## src/nbji_pkg.sv

```systemverilog
// ----------------------------------------------------------------------------
// nbji_pkg
// shared constants, cofactor index tables and sideband types of the node
// block jacobi inverse
// ----------------------------------------------------------------------------
package nbji_pkg;

  localparam int DATA_WIDTH_DEF = 32;
  localparam int FRAC_BITS_DEF  = 16;

  localparam int N_ENT     = 9;
  localparam int VEL_DIM   = 3;
  localparam int LANES     = 10;
  localparam int PRES_LANE = 9;
  localparam int N_ROWS    = 4;
  localparam int MASK_W    = 4;
  localparam int ROW_W     = 2;

  localparam logic [ROW_W-1:0] FIRST_ROW = 2'd0;
  localparam logic [ROW_W-1:0] LAST_ROW  = 2'd3;

  // cofactor j = e[P]*e[Q] - e[S]*e[T]
  localparam logic [3:0] ADJ_P [N_ENT] = '{4'd4, 4'd2, 4'd1, 4'd5, 4'd0, 4'd2, 4'd3, 4'd1, 4'd0};
  localparam logic [3:0] ADJ_Q [N_ENT] = '{4'd8, 4'd7, 4'd5, 4'd6, 4'd8, 4'd3, 4'd7, 4'd6, 4'd4};
  localparam logic [3:0] ADJ_S [N_ENT] = '{4'd5, 4'd1, 4'd2, 4'd3, 4'd2, 4'd0, 4'd4, 4'd0, 4'd1};
  localparam logic [3:0] ADJ_T [N_ENT] = '{4'd7, 4'd8, 4'd4, 4'd8, 4'd6, 4'd5, 4'd6, 4'd7, 4'd3};

  typedef struct packed {
    logic              vsing;
    logic              psing;
    logic [MASK_W-1:0] mask;
  } side_t;

  typedef struct packed {
    logic             sat;
    logic             psing;
    logic             vsing;
    logic [ROW_W-1:0] row;
  } rflag_t;

endpackage

```

## src/nbji_rows.sv

```systemverilog
// ----------------------------------------------------------------------------
// nbji_rows
// holds one finished node block and sends its four rows, applying the
// identity overrides for singular parts and constrained rows
// ----------------------------------------------------------------------------
module nbji_rows #(
  parameter int DATA_WIDTH = nbji_pkg::DATA_WIDTH_DEF,
  parameter int FRAC_BITS  = nbji_pkg::FRAC_BITS_DEF
) (
  input  logic                                             clk_i,
  input  logic                                             rst_ni,
  input  logic                                             valid_i,
  output logic                                             ready_o,
  input  nbji_pkg::side_t                                  side_i,
  input  logic [nbji_pkg::LANES-1:0][DATA_WIDTH-1:0]       quo_i,
  input  logic [nbji_pkg::LANES-1:0]                       sat_i,
  output logic                                             m_valid_o,
  input  logic                                             m_ready_i,
  output logic [nbji_pkg::N_ROWS-1:0][DATA_WIDTH-1:0]      m_cols_o,
  output nbji_pkg::rflag_t                                 m_flags_o
);

  localparam int W  = DATA_WIDTH;
  localparam int NR = nbji_pkg::N_ROWS;
  localparam int VD = nbji_pkg::VEL_DIM;

  localparam bit           UNIT_SAT = (FRAC_BITS >= W - 1);
  localparam logic [W-1:0] UNIT_VAL = UNIT_SAT ? {1'b0, {(W-1){1'b1}}} : (W'(1) << FRAC_BITS);

  logic                                    held_q;
  logic [nbji_pkg::ROW_W-1:0]              row_q;
  nbji_pkg::side_t                         side_q;
  logic [nbji_pkg::LANES-1:0][W-1:0]       quo_q;
  logic [nbji_pkg::LANES-1:0]              sat_q;
  logic [NR-1:0][NR-1:0][W-1:0]            rv;
  logic [NR-1:0]                           rs;
  logic                                    load;

  assign ready_o = !held_q || (row_q == nbji_pkg::LAST_ROW && m_ready_i);
  assign load    = valid_i && ready_o;

  always_ff @(posedge clk_i or negedge rst_ni) begin
    if (!rst_ni) begin
      held_q <= 1'b0;
      row_q  <= nbji_pkg::FIRST_ROW;
    end else if (held_q && m_ready_i) begin
      if (row_q == nbji_pkg::LAST_ROW) begin
        held_q <= valid_i;
        row_q  <= nbji_pkg::FIRST_ROW;
      end else begin
        row_q <= row_q + 2'd1;
      end
    end else if (!held_q) begin
      held_q <= valid_i;
      row_q  <= nbji_pkg::FIRST_ROW;
    end
  end

  always_ff @(posedge clk_i) begin
    if (load) begin
      side_q <= side_i;
      quo_q  <= quo_i;
      sat_q  <= sat_i;
    end
  end

  always_comb begin
    rv = '0;
    rs = '0;
    for (int r = 0; r < NR; r++) begin
      for (int c = 0; c < NR; c++) begin
        if (side_q.mask[r]) begin
          if (r == c) begin
            rv[r][c] = UNIT_VAL;
            rs[r]    = rs[r] | UNIT_SAT;
          end
        end else if (r < VD && c < VD) begin
          if (side_q.vsing) begin
            if (r == c) begin
              rv[r][c] = UNIT_VAL;
              rs[r]    = rs[r] | UNIT_SAT;
            end
          end else begin
            rv[r][c] = quo_q[r*VD+c];
            rs[r]    = rs[r] | sat_q[r*VD+c];
          end
        end else if (r == VD && c == VD) begin
          if (side_q.psing) begin
            rv[r][c] = UNIT_VAL;
            rs[r]    = rs[r] | UNIT_SAT;
          end else begin
            rv[r][c] = quo_q[nbji_pkg::PRES_LANE];
            rs[r]    = rs[r] | sat_q[nbji_pkg::PRES_LANE];
          end
        end
      end
    end
  end

  assign m_valid_o       = held_q;
  assign m_cols_o        = rv[row_q];
  assign m_flags_o.sat   = rs[row_q];
  assign m_flags_o.psing = side_q.psing;
  assign m_flags_o.vsing = side_q.vsing;
  assign m_flags_o.row   = row_q;

  a_hold_row: assert property (@(posedge clk_i) disable iff (!rst_ni)
    held_q && !m_ready_i |=> held_q && $stable(row_q))
    else $error("row changed while stalled");

  a_next_row: assert property (@(posedge clk_i) disable iff (!rst_ni)
    held_q && m_ready_i && row_q != nbji_pkg::LAST_ROW |=>
      held_q && row_q == 2'($past(row_q) + 2'd1))
    else $error("row sequence broken");

  a_load_first: assert property (@(posedge clk_i) disable iff (!rst_ni)
    load |=> held_q && row_q == nbji_pkg::FIRST_ROW)
    else $error("new block did not start at row zero");

  a_mask_sat: assert property (@(posedge clk_i) disable iff (!rst_ni)
    held_q && side_q.mask[row_q] |-> m_flags_o.sat == UNIT_SAT)
    else $error("constrained row carries a computed clip flag");

endmodule

```

## config.mk

```make
export PLATFORM = sky130hd
export DESIGN_NAME = nbji_rows
export DESIGN_NICKNAME = d
export VERILOG_FILES = /design/src/nbji_pkg.sv /design/src/nbji_rows.sv
export SDC_FILE = /design/constraint.sdc
export NUM_CORES = 1
export LEC_CHECK = 0
export ABC_AREA = 1
export BUFFER_PORTS_ARGS = -buffer_cell sky130_fd_sc_hd__buf_2
export CORE_MARGIN = 2
export CORE_UTILIZATION = 40
export CTS_BUF_LIST = sky130_fd_sc_hd__clkbuf_8
export CTS_CLUSTER_DIAMETER = 200
export CTS_CLUSTER_SIZE = 16
export DETAILED_ROUTE_END_ITERATION = 7
export PLACE_DENSITY_LB_ADDON = 0.1
export SYNTH_ARGS = -nofsm -noshare
export SYNTH_HDL_FRONTEND = slang
export SYNTH_SLANG_ARGS = --single-unit
```

## constraint.sdc

```tcl
create_clock -name clk_i -period 23.2 [get_ports clk_i]
set_input_delay 4.64 -clock clk_i [delete_from_list [all_inputs] [get_ports clk_i]]
set_output_delay 4.64 -clock clk_i [all_outputs]
set_load 0.03 [all_outputs]
```

==> results.sh, run 1 <==
export IMPL_die_y_um=188
export IMPL_cts_tree="done"
export IMPL_setup_violations_final=0
export IMPL_synth_cells_most_frequent="516 x sky130_fd_sc_hd__nand2_1, 336 x sky130_fd_sc_hd__edfxtp_1, 105 x sky130_fd_sc_hd__inv_1"
export IMPL_antenna_left=0
export IMPL_clockBufferDepth=3
export IMPL_static_leakage_nw=7.70
export IMPL_num_rows=67
export IMPL_timing_critical_path_from="m_ready_i"
export IMPL_timing_critical_path_to="ready_o"
export IMPL_timing_fmax_mhz=101
export IMPL_dpl_cell_area_um2=16300
export IMPL_yosysMostFrequentCell="sky130_fd_sc_hd__nand2_1"
export IMPL_postcts_resize_cnt=0
export IMPL_drcViolationCount=0
export IMPL_syn_inst=1180
export IMPL_clk_insertion_delay_late_ps=580
export IMPL_min_period_ps=9880
export IMPL_ctsHoldBuffers=0
export IMPL_worstMarginPinSlew_ps=1000
export IMPL_finalMaxSlewViolations=0
export IMPL_wl_per_cell_um=17.4
export IMPL_cell_internal_pwr_uw=987
export IMPL_ys_dominant_reg_cell="sky130_fd_sc_hd__edfxtp_1"
export IMPL_rr_endpoint="quo_q[37]$_DFFE_PP_"
export IMPL_initialDrtViolationCount=456
export IMPL_power_density_nw_per_um2=94.9
export IMPL_holdCritPathClass="reg2reg"
export IMPL_globalRoute_totalOverflow=0
export IMPL_synth_edf_count=336
export IMPL_routability_cong=0.820
export IMPL_rsz_0062_raised_after_global_routing="false"
export IMPL_dp_final_hpwl_um=24600
export IMPL_startpoint_type="input port"
export IMPL_synthToLayoutAreaGrowth_pct=24.1
export IMPL_die_area_um2=35300
export IMPL_critPathArrivalTime_ps=5240
export IMPL_critical_path_max_fanout=3
export IMPL_synth_seq_area_share_pct=75.0
export IMPL_net_switching_power_uw=608
export IMPL_share_of_final_layout_standard_cells_stronger_than_drive_strength_1_pct=31.8
export IMPL_cts_inserted_buffers=25
export IMPL_grt_start_max_net_pins=77
export IMPL_post_synth_top_area_cell="sky130_fd_sc_hd__edfxtp_1"
export IMPL_regToRegSetupSlack_ps=19210
export IMPL_synth_warnings=0
export IMPL_report_final_hold_viol_count=0
export IMPL_critical_path_class="in2out"
export IMPL_grt_pass1_vias=9469
export IMPL_clk_pin_slew_worst_paths_ps=100
export IMPL_grtUsageTotal_pct=20.3
export IMPL_power_share_switching_pct=38.1
export IMPL_max_cap_viol_count=0
export IMPL_netlist_cell_type_count=20
export IMPL_clock_power_share_pct=18.0
export IMPL_final_fill_count=3139
export IMPL_timing_max_slew_rel_slack_pct=33.2
export IMPL_clkSinkCount=339
export IMPL_fin_worst_skew_ps=25.0
export IMPL_horizontal_die_dimension_um=188
export IMPL_irDropWorstVdd_uv=58.9
export IMPL_fin_tns_setup_ps=0
export IMPL_coreArea_um2=33400
export IMPL_finalNetCount=1978
export IMPL_global_route_wire_length_before_repair_um=54600
export IMPL_cts_root_buffer_cell="sky130_fd_sc_hd__clkbuf_8"
export IMPL_share_seq_of_total_power_pct=47.4
export IMPL_num_io_pins=475
export IMPL_critical_path_required_ps=18560
export IMPL_cts_htree_levels=1
export IMPL_setup_worst_path_end_class="output pin"
export IMPL_final_clock_period_utilization_by_the_worst_path_pct=42.6
export IMPL_synth_fp_nets=1521
export IMPL_postLayoutSetupSlackWorst_ps=13320
export IMPL_netlist_area_um2=13500
export IMPL_initial_utilization_pct=40.5
export IMPL_cts_setup_buffers=0
export IMPL_postLayoutCellArea_um2=16800
export IMPL_synth_top_cells_by_area="sky130_fd_sc_hd__edfxtp_1 74%, sky130_fd_sc_hd__nand2_1 14%, sky130_fd_sc_hd__nand3_1 3.7%"
export IMPL_buffer_ports_inserted=474
export IMPL_post_synth_cell_area_avg_um2=11.5
export IMPL_postRouteWirelength_um=36800
export IMPL_initial_antenna_violation_count=27
export IMPL_critical_path_reg2reg_startpoint="row_q[0]$_DFFE_PN0P_"
export IMPL_first_pass_iters=5
export IMPL_final_hold_worst_slack_ps=590
export IMPL_worst_r2r_cell_count=8
export IMPL_async_reset_ff_share_pct=0.885
export IMPL_place_worst_setup_slack_ps=13330
export IMPL_yosysTopAreaCellShare_pct=74.5
export IMPL_pwr_share_comb_pct=34.6
export IMPL_synthesized_flop_and_latch_total=339
export IMPL_vias_per_instance=4.56
export IMPL_run_status="completed"
export IMPL_vias=9658
-- stage by stage --
step,util [%],total power [mW],cells
final,50.2,1.59,2117
after global routing,50.2,1.69,2111
after CTS,50.1,1.62,2094
after detailed placement,48.9,1.33,2058
after global placement,48.9,1.33,2058
after floorplan,-,1.18,1180
-- power groups by stage --
stage / Combinational [mW] / Sequential [mW] / Clock, mW
3_3_place_gp: 0.560 / 0.769 / 0
5_1_grt: 0.611 / 0.761 / 0.318
6_report: 0.552 / 0.756 / 0.287
4_1_cts: 0.565 / 0.756 / 0.301
3_5_place_dp: 0.564 / 0.771 / 0
2_1_floorplan: 0.376 / 0.802 / 0
-- per-layer routing --
layer | wire, µm | part of all wire, % | GRT usage [%]
met5 | 52 | 0.14 | 0
met4 | 1110 | 3.0 | 7.48
met3 | 2990 | 8.1 | 5.61
met2 | 18500 | 50 | 35.3
met1 | 14100 | 38 | 23.9
-- cell families after synthesis --
kind of cell,synth area share [%]
simple gates,19.6
fa+ha+maj,0.0924
flops,75.0
compound gates,0.231
buf+inv,5.06
-- worst min-delay path by stage --
stage,cells after the start,startpoint,to,slack [ps]
final,2,m_valid_o$_DFFE_PN0P_,row_q[1]$_DFFE_PN0P_,590
after global routing,2,m_valid_o$_DFFE_PN0P_,row_q[0]$_DFFE_PN0P_,680
after CTS,2,m_valid_o$_DFFE_PN0P_,row_q[1]$_DFFE_PN0P_,600
after detailed placement,2,m_valid_o$_DFFE_PN0P_,row_q[1]$_DFFE_PN0P_,570
after global placement,2,m_valid_o$_DFFE_PN0P_,row_q[1]$_DFFE_PN0P_,560
after floorplan,2,m_valid_o$_DFFE_PN0P_,row_q[1]$_DFFE_PN0P_,720
-- final cells by class --
cell class / count / area [µm²] / area share, %
inverters: 107 / 403 / 2.40
clock inverters: 11 / 57.6 / 0.343
flip-flops and latches: 339 / 10200 / 60.5
clock buffers: 25 / 344 / 2.05
diodes: 23 / 57.6 / 0.343
well taps: 448 / 561 / 3.34
multi-input cells: 675 / 2730 / 16.2
repair buffers: 489 / 2480 / 14.8
-- critical path, cell delays in order --
cell	delay, ps
sky130_fd_sc_hd__buf_2	100
sky130_fd_sc_hd__inv_1	40
sky130_fd_sc_hd__nand2_1	80
sky130_fd_sc_hd__nand2_1	110
sky130_fd_sc_hd__inv_1	80
sky130_fd_sc_hd__buf_2	190
-- layout by cell type, fill, tap and decap left out --
| cell | instances |
|---|---|
| sky130_fd_sc_hd__a21oi_1 | 1 |
| sky130_fd_sc_hd__buf_2 | 474 |
| sky130_fd_sc_hd__buf_4 | 15 |
| sky130_fd_sc_hd__clkbuf_8 | 25 |
| sky130_fd_sc_hd__clkinv_2 | 1 |
| sky130_fd_sc_hd__clkinv_8 | 1 |
| sky130_fd_sc_hd__clkinvlp_4 | 1 |
| sky130_fd_sc_hd__dfrtp_1 | 3 |
| sky130_fd_sc_hd__diode_2 | 23 |
| sky130_fd_sc_hd__edfxtp_1 | 336 |
| sky130_fd_sc_hd__ha_1 | 1 |
| sky130_fd_sc_hd__inv_1 | 114 |
| sky130_fd_sc_hd__inv_2 | 1 |
| sky130_fd_sc_hd__nand2_1 | 515 |
| sky130_fd_sc_hd__nand2_4 | 1 |
| sky130_fd_sc_hd__nand3_1 | 100 |
| sky130_fd_sc_hd__nand4_1 | 1 |
| sky130_fd_sc_hd__nor2_1 | 42 |
| sky130_fd_sc_hd__nor2_2 | 1 |
| sky130_fd_sc_hd__nor2_4 | 3 |
| sky130_fd_sc_hd__nor3_1 | 3 |
| sky130_fd_sc_hd__nor3_4 | 1 |
| sky130_fd_sc_hd__o21ai_0 | 4 |
| sky130_fd_sc_hd__o22ai_1 | 1 |
| sky130_fd_sc_hd__or2_1 | 1 |
-- sequential cells by signal, indices dropped and copies added, names as in the netlist --
| signal | flops |
|---|---|
| m_flags_o | 2 |
| m_valid_o | 1 |
| quo_q | 320 |
| row_q | 2 |
| sat_q | 10 |
| side_q | 4 |
Note: power is estimated with default switching activity, not from simulation.
==> run 2: changes to the inputs <==
clock period = 10.3 ns   (was 23.2 ns; I/O delays follow)
==> run 2 against run 1 <==
Compared with the run above: sequential cell count stayed put; cell count is 0.61% lower; via count is 0.40% lower; critical path type is now reg2out; largest cell class unchanged; highest routed layer unchanged.
==> results.sh, run 2 (synthesis results as in run 1) <==
export IMPL_run_status="completed"
export IMPL_min_period_ps=5830
export IMPL_ctsHoldBuffers=0
export IMPL_critical_path_top_delay_family="buffers and inverters"
export IMPL_cts_inserted_buffers=25
export IMPL_postLayoutSetupSlackWorst_ps=4470
export IMPL_static_leakage_nw=7.69
export IMPL_coreArea_um2=33400
export IMPL_dp_final_hpwl_um=24800
export IMPL_postcts_resize_cnt=0
export IMPL_die_y_um=188
export IMPL_power_share_switching_pct=38.3
export IMPL_regToRegSetupSlack_ps=6650
export IMPL_cts_setup_buffers=0
export IMPL_total_power_mw=3.61
export IMPL_clk_pin_slew_worst_paths_ps=100
export IMPL_pwr_share_comb_pct=34.7
export IMPL_report_final_hold_viol_count=0
export IMPL_cts_root_buffer_cell="sky130_fd_sc_hd__clkbuf_8"
export IMPL_initialDrtViolationCount=447
export IMPL_largest_register_ff_count=320
export IMPL_clockBufferDepth=3
export IMPL_critical_path_buf_inv_count=4
export IMPL_cell_internal_pwr_mw=2.22
export IMPL_timing_max_slew_rel_slack_pct=17.1
export IMPL_hp_start="m_valid_o$_DFFE_PN0P_"
export IMPL_top_register="quo_q"
export IMPL_fin_tns_setup_ps=0
export IMPL_holdPathStages=2
export IMPL_horizontal_die_dimension_um=188
export IMPL_cts_htree_levels=1
export IMPL_place_detailed_instances=2055
export IMPL_crit_top_cell="sky130_fd_sc_hd__nand2_1"
export IMPL_holdCritPathClass="reg2reg"
export IMPL_startpoint_type="flop"
export IMPL_final_clock_period_utilization_by_the_worst_path_pct=56.6
export IMPL_num_io_pins=475
export IMPL_globalRoute_totalOverflow=0
export IMPL_clk_insertion_delay_late_ps=590
export IMPL_antenna_left=0
export IMPL_setup_violations_final=0
export IMPL_layout_area_seq_um2=10200
export IMPL_layout_top_registers="quo_q (320), sat_q (10), side_q (4)"
export IMPL_clock_power_share_pct=18.1
export IMPL_rsz_0062_raised_after_global_routing="false"
export IMPL_vias_per_instance=4.57
export IMPL_buffer_ports_inserted=474
export IMPL_die_area_um2=35300
export IMPL_initial_utilization_pct=40.5
export IMPL_rr_endpoint="quo_q[118]$_DFFE_PP_"
export IMPL_final_fill_count=3121
export IMPL_first_pass_iters=5
export IMPL_critical_path_max_fanout=60
export IMPL_grtUsageTotal_pct=20.4
export IMPL_place_worst_setup_slack_ps=4990
export IMPL_layout_cells_most_common="sky130_fd_sc_hd__nand2_1"
export IMPL_critPathArrivalTime_ps=3770
export IMPL_share_seq_of_total_power_pct=47.2
export IMPL_initial_antenna_violation_count=14
export IMPL_final_hold_worst_slack_ps=610
export IMPL_fin_worst_skew_ps=17.2
export IMPL_critical_path_class="reg2out"
export IMPL_irDropWorstVdd_uv=121
export IMPL_postRouteWirelength_um=36900
export IMPL_layout_cells_non_filler=2104
export IMPL_timing_fmax_mhz=171
export IMPL_max_stage_delay_ps=720
export IMPL_max_cap_viol_count=0
export IMPL_share_of_final_layout_standard_cells_stronger_than_drive_strength_1_pct=31.7
export IMPL_critical_path_reg2reg_startpoint="row_q[0]$_DFFE_PN0P_"
export IMPL_finalNetCount=1975
export IMPL_multi_input_comb_area_um2=2730
export IMPL_ordered_cell_list_for_the_critical_path="clkinv_2 > nand2_4 > buf_4 > nand2_1 > nand2_1 > inv_1 > buf_2"
export IMPL_global_route_wire_length_before_repair_um=54800
export IMPL_drcViolationCount=0
export IMPL_vias=9619
export IMPL_grt_start_max_net_pins=195
export IMPL_clkSinkCount=339
export IMPL_worstMarginPinSlew_ps=1240
export IMPL_setup_worst_path_end_class="output pin"
export IMPL_final_cell_mix="515 x sky130_fd_sc_hd__nand2_1, 474 x sky130_fd_sc_hd__buf_2, 336 x sky130_fd_sc_hd__edfxtp_1"
export IMPL_worst_r2r_cell_count=7
export IMPL_critical_path_required_ps=8240
export IMPL_power_density_nw_per_um2=215
export IMPL_synthToLayoutAreaGrowth_pct=23.8
export IMPL_finalMaxSlewViolations=0
export IMPL_cpMaxStageDelayCell="sky130_fd_sc_hd__clkinv_2"
export IMPL_timing_hold_worst_endpoint="row_q[1]$_DFFE_PN0P_"
export IMPL_grt_pass1_vias=9539
export IMPL_routability_cong=0.833
export IMPL_net_switching_power_mw=1.38
export IMPL_num_rows=67
export IMPL_wl_per_cell_um=17.5
export IMPL_cts_tree="done"
==> run 2: cell type report <==
| cell class | count | share of cell area [%] |
|---|---|---|
| multi-input combinational | 675 | 16.3 |
| sequential | 339 | 60.6 |
| clock buffer | 25 | 2.05 |
| antenna | 13 | 0.194 |
| inverter | 107 | 2.40 |
| tap | 448 | 3.34 |
| clock inverter | 11 | 0.343 |
| timing repair buffer | 486 | 14.8 |
==> run 2: power by group through the flow <==
stage	Clock, mW	Sequential (mW)	Combinational (mW)
6_report	0.653	1.70	1.25
5_1_grt	0.724	1.71	1.38
4_1_cts	0.682	1.70	1.28
3_5_place_dp	0	1.73	1.27
3_3_place_gp	0	1.73	1.27
2_1_floorplan	0	1.75	0.848
==> run 2: worst max path at each step <==
stage                        endpoint                 start  cells past startpoint
2_1_floorplan  m_flags_o[2]$_DFFE_PP_             m_ready_i                      4
3_3_place_gp             m_cols_o[13]  row_q[1]$_DFFE_PN0P_                      7
3_5_place_dp             m_cols_o[64]  row_q[1]$_DFFE_PN0P_                      7
4_1_cts                  m_cols_o[64]  row_q[1]$_DFFE_PN0P_                      7
5_1_grt                  m_cols_o[23]  row_q[1]$_DFFE_PN0P_                      7
6_report                 m_cols_o[20]  row_q[1]$_DFFE_PN0P_                      7
==> run 2: metrics by stage <==
stage	utilization, %	cell area (µm²)
after floorplan	-	13600
after global placement	48.8	16300
after detailed placement	48.8	16300
after CTS	50.0	16700
after global routing	50.1	16800
final	50.1	16800
==> run 2: worst reg2reg max path, stage by stage, from the launching register on <==
cell                      delay (ps)
sky130_fd_sc_hd__dfrtp_1         600
sky130_fd_sc_hd__ha_1            230
sky130_fd_sc_hd__inv_1            40
sky130_fd_sc_hd__nand2_1          70
sky130_fd_sc_hd__nand2_1         110
sky130_fd_sc_hd__nor2_4          800
sky130_fd_sc_hd__buf_4           570
sky130_fd_sc_hd__buf_4           800
==> run 2: per-layer routing <==
metal	routed length (µm)	GRT usage [%]	up-vias	share of wire [%]
li1	-	-	4765	-
met3	2900	4.88	64	7.9
met5	65	0	-	0.18
met1	14000	24.1	4435	38
met4	1260	6.57	10	3.4
met2	18600	36.6	345	50
